## src/rtl/des_ram.sv

```systemverilog
// generic single-write, single-read ram with registered read data
`default_nettype none
module des_ram #(
	parameter int WIDTH = 8,
	parameter int DEPTH = 16
) (
	input  wire logic                                    clk,
	input  wire logic                                    wr_en,
	input  wire logic [(DEPTH > 1 ? $clog2(DEPTH) : 1)-1:0] wr_addr,
	input  wire logic [WIDTH-1:0]                        wr_data,
	input  wire logic                                    rd_en,
	input  wire logic [(DEPTH > 1 ? $clog2(DEPTH) : 1)-1:0] rd_addr,
	output logic      [WIDTH-1:0]                        rd_data
);
	logic [WIDTH-1:0] mem_q [DEPTH];

	always_ff @(posedge clk) begin
		if (wr_en) begin
			mem_q[wr_addr] <= wr_data;
		end
		if (rd_en) begin
			rd_data <= mem_q[rd_addr];
		end
	end
endmodule
`default_nettype wire

```

## config.mk

```make
export PLATFORM = sky130hd
export DESIGN_NAME = des_ram
export DESIGN_NICKNAME = d
export VERILOG_FILES = /design/src/rtl/des_ram.sv
export SDC_FILE = /design/constraint.sdc
export NUM_CORES = 1
export LEC_CHECK = 0
export ABC_AREA = 1
export BUFFER_PORTS_ARGS = -buffer_cell sky130_fd_sc_hd__buf_2
export CELL_PAD_IN_SITES_DETAIL_PLACEMENT = 1
export CELL_PAD_IN_SITES_GLOBAL_PLACEMENT = 1
export CORE_UTILIZATION = 51
export CTS_BUF_LIST = sky130_fd_sc_hd__clkbuf_4
export CTS_CLUSTER_SIZE = 30
export DETAILED_ROUTE_END_ITERATION = 10
export GPL_TIMING_DRIVEN = 0
export PLACE_DENSITY = 0.84
export SETUP_SLACK_MARGIN = 0.02
export SKIP_CTS_REPAIR_TIMING = 1
export SYNTH_ARGS = -nofsm -noshare
export SYNTH_HDL_FRONTEND = slang
export SYNTH_SLANG_ARGS = --single-unit
export TNS_END_PERCENT = 30
```

## constraint.sdc

```tcl
create_clock -name clk -period 1.15 [get_ports clk]
set_input_delay 0.115 -clock clk [delete_from_list [all_inputs] [get_ports clk]]
set_output_delay 0.115 -clock clk [all_outputs]
set_load 0.03 [all_outputs]
```

After elaboration in Yosys (flattened, before gate mapping)
Memory sizes are Yosys's and may differ from the RTL's. A register that Yosys moved wholly into a read port is not among the register bits.
Cells that the tools add are included.
{"block": "word_totals", "reg_bits": 0, "latch_bits": 0, "ram_bits": 128, "romBits": 0, "input_bits": 19, "word_cells": 3, "n_memories": 1}
{"name": "mem_q", "words": 16, "word_bits": 8, "read_ports": 1, "rd_clocked_by_memory_dff": 1, "wr": 1, "line": "15", "rtl": "logic [WIDTH-1:0] mem_q [DEPTH];"}
{"block": "op_classes", "add_sub_neg": 0, "mul": 0, "div_mod_pow": 0, "n_lt_le_gt_ge": 0, "eq_ne": 0, "n_shift": 0, "muxes": 2, "bitwise_logic": 0, "n_reduce_logical": 0}
{"op": "1-bit 2-to-1 mux", "n": 2}

Depth between registers and ports, before layout
{"block": "logic_depth", "word_depth": 2, "ltp_mapped": 8, "ltp_nobuf": 7}

Worst setup path before layout
Ideal clock, no wire load.
{"block": "synth_timing", "kind": "input port to flip-flop", "start": "in wr_addr[3] in the netlist's numbering", "end": "mem mem_q[4][0], enable pin", "arrival_ns": 0.696, "required_ns": 0.780, "setup_slack_ns": 0.084, "stages": 2, "cell_sequence": "nand3b_1 nor2_1"}
{"item": "start, declared", "line": "9", "rtl": "input wire logic [(DEPTH > 1 ? $clog2(DEPTH) : 1)-1:0] wr_addr,"}
{"item": "end, declared", "line": "15"}
Straight into the memory's write port.

==> metrics.cfg <==
[finish]
n_antenna_cell=0
drive_gt1_frac=0.231
fill_cells=1175
fin_util=0.616
finalNonFillerCells=751
fin_nets=617
register_area_sq_um=4080
area_growth_pct=15.7
multi_input_area_sq_um=1500

[worst_setup_path]
critPathArrivalTime_ns=1.56
r2r_slack_ns=-0.11
worstRegToRegCells=6
cp.required_ns=1.44
crit_type=register to register
r2r-start=mem_q[13][3]
start_kind=register
r2r_end=rd_data[3]
path_max_fanout=1
end_kind=register

[floorplan]
die_area_sq_um=11900
initial_core_util=0.532
core_sq_um=11000
die_w_microns=109
dieHeight_microns=109
ios=27
std_cell_rows=38

[grt]
antenna_found_initial=1
grtUsageTotal=0.297
grt_pass1_vias=4373
met1_usage=0.374
top_usage_layer=met2
grt_pass1_wl_microns=24500
grt_overflow_total=0
gr-usage-met3=0.0616
use_met2=0.496
grt_max_degree=17

[route]
num_vias=4327
dr.pass1.iters=6
wire_per_inst_microns=23.4
vias_per_cell=5.76
drt_wl_total_microns=17600
drt_iter0_markers=316
ant_nets=0
drcViolationCount=0

[placed_design]
hpwlAfterDp_microns=11300
pre_cts_ws_ns=-0.537
io_buffers=23
placed_cells=714
gp_congestion=0.834

[timing]
finalCriticalPeriod_ns=1.26
slew_headroom=0.365
setup_violations=21
rsz0062_at_grt=true
hold_slack_ns=0.0463
setup_tns_ns=-0.848
finalCritPeriodShare=1.10
fin_skew_ns=0.0169
slew_viol_final=0
fmax_mhz=791
hold_viol=0
setup_ws_ns=-0.114
tightest_slew_ns=0.949

[synthesis]
synth_top_area_frac=0.698
synth_common_cells=nand2_1 (173), edfxtp_1 (136), inv_1 (100)
synth_warnings=0
yosysMostFrequentCell=nand2_1
syn_inst=551
ys_seq_area_frac=0.698
yosysTopAreaCell=edfxtp_1
synth_edf_count=136
synth_area_leaders=edfxtp_1 (70%), nand2_1 (11%), nand3_1 (8.3%), inv_1 (6.4%), buf_6 (1.2%)
synth_flop_cell=edfxtp_1
netlist_area_sq_um=5850
synth_cell_types=11
synth-seq-cells=136
avgSynthCellArea_sq_um=10.6
syn_nets=570
synth-async-reset-ratio=0

[job]
maxCapViolCount=0

[clocking]
tritoncts=built
clockBufferDepth=2
ctsHtreeMaxLevel=4
clk_latency_ns=0.53
clkSlewWorstSetupHoldPaths_ns=0.12
cts_root_buf=clkbuf_4
cts.sinks=136
cts_buffers=17

[outcome]
failed_checks=setup timing
status=finished with violations

[min_path]
hold_path_depth=1
min_path_type=input pin to register
hp-start=wr_data[7]
min_to=mem_q[10][7]

[pwr]
ir_worst_vdd_mv=0.812
p_leak_nw=2.89
powerDensity_nw_per_um2=1390

-- flip-flops by register name (all words and copies together) (netlist names) --
| signal | flops |
|---|---|
| rd_data | 8 |
| mem_q | 128 |
-- critical path, stage by stage (launching register included) --
cell,delay [ns]
edfxtp_1,0.40
inv_1,0.06
nand2_1,0.08
nand3_1,0.17
nand3_1,0.11
nand3_1,0.13
nand2_1,0.08
-- worst max path at each step --
stage                      start           to  depth (start not counted)
floorplan             wr_addr[3]  mem_q[4][0]                          2
finish              mem_q[13][3]   rd_data[3]                          6
CTS                   rd_data[2]   rd_data[2]                          1
global placement      wr_addr[3]  mem_q[7][7]                          3
global route          rd_data[2]   rd_data[2]                          1
detailed placement    wr_addr[3]  mem_q[7][0]                          3
-- area by class of cell --
| cell class | instances | area share |
|---|---|---|
| Buffer | 24 | 0.0246 |
| Multi-Input combinational cell | 289 | 0.222 |
| Clock buffer | 17 | 0.0189 |
| Clock inverter | 15 | 0.0166 |
| Sequential cell | 136 | 0.604 |
| Timing Repair Buffer | 28 | 0.0318 |
| Inverter | 102 | 0.0566 |
| Tap cell | 140 | 0.0259 |
-- layout by cell type, fill, tap and decap left out, types with 9 or more instances in the layout --
cell	synthesis	routed
buf_6	6	14
nand2_2	0	9
nor2_1	17	13
inv_1	100	98
nand2_1	173	163
nand3_2	0	47
buf_2	13	28
edfxtp_1	136	136
clkbuf_4	0	17
nand3_1	97	49
-- stage by stage --
step           power (mW)  instance area, sq um
2_1_floorplan        6.15                  5850
3_3_place_gp         6.45                  6140
3_5_place_dp         6.51                  6140
4_1_cts              9.20                  6380
5_1_grt              9.62                  6770
6_report             9.39                  6770
-- cells by family (layout without fill, tap and decap cells) --
family	count (synthesis)	in the layout	share of synthesized area
AND/OR/NAND/NOR	289	289	0.208
flip-flops	136	136	0.698
buffers and inverters	126	186	0.0939
-- metal layers --
metal / wire length [microns] / part of all wire / up-vias
met5: 13 / 0.00074 / -
met4: 529 / 0.030 / 2
met3: 1470 / 0.084 / 58
met2: 8780 / 0.50 / 244
met1: 6760 / 0.39 / 2146
li1: - / - / 1877
-- power by group --
group          leakage [nW]  switching, mW  internal [mW]  total [mW]
registers              1.24         0.0382           5.58        5.62
clock network         0.121           1.79           1.03        2.81
logic                  1.53          0.677          0.281       0.959
Power figures use the tool's default switching activity.
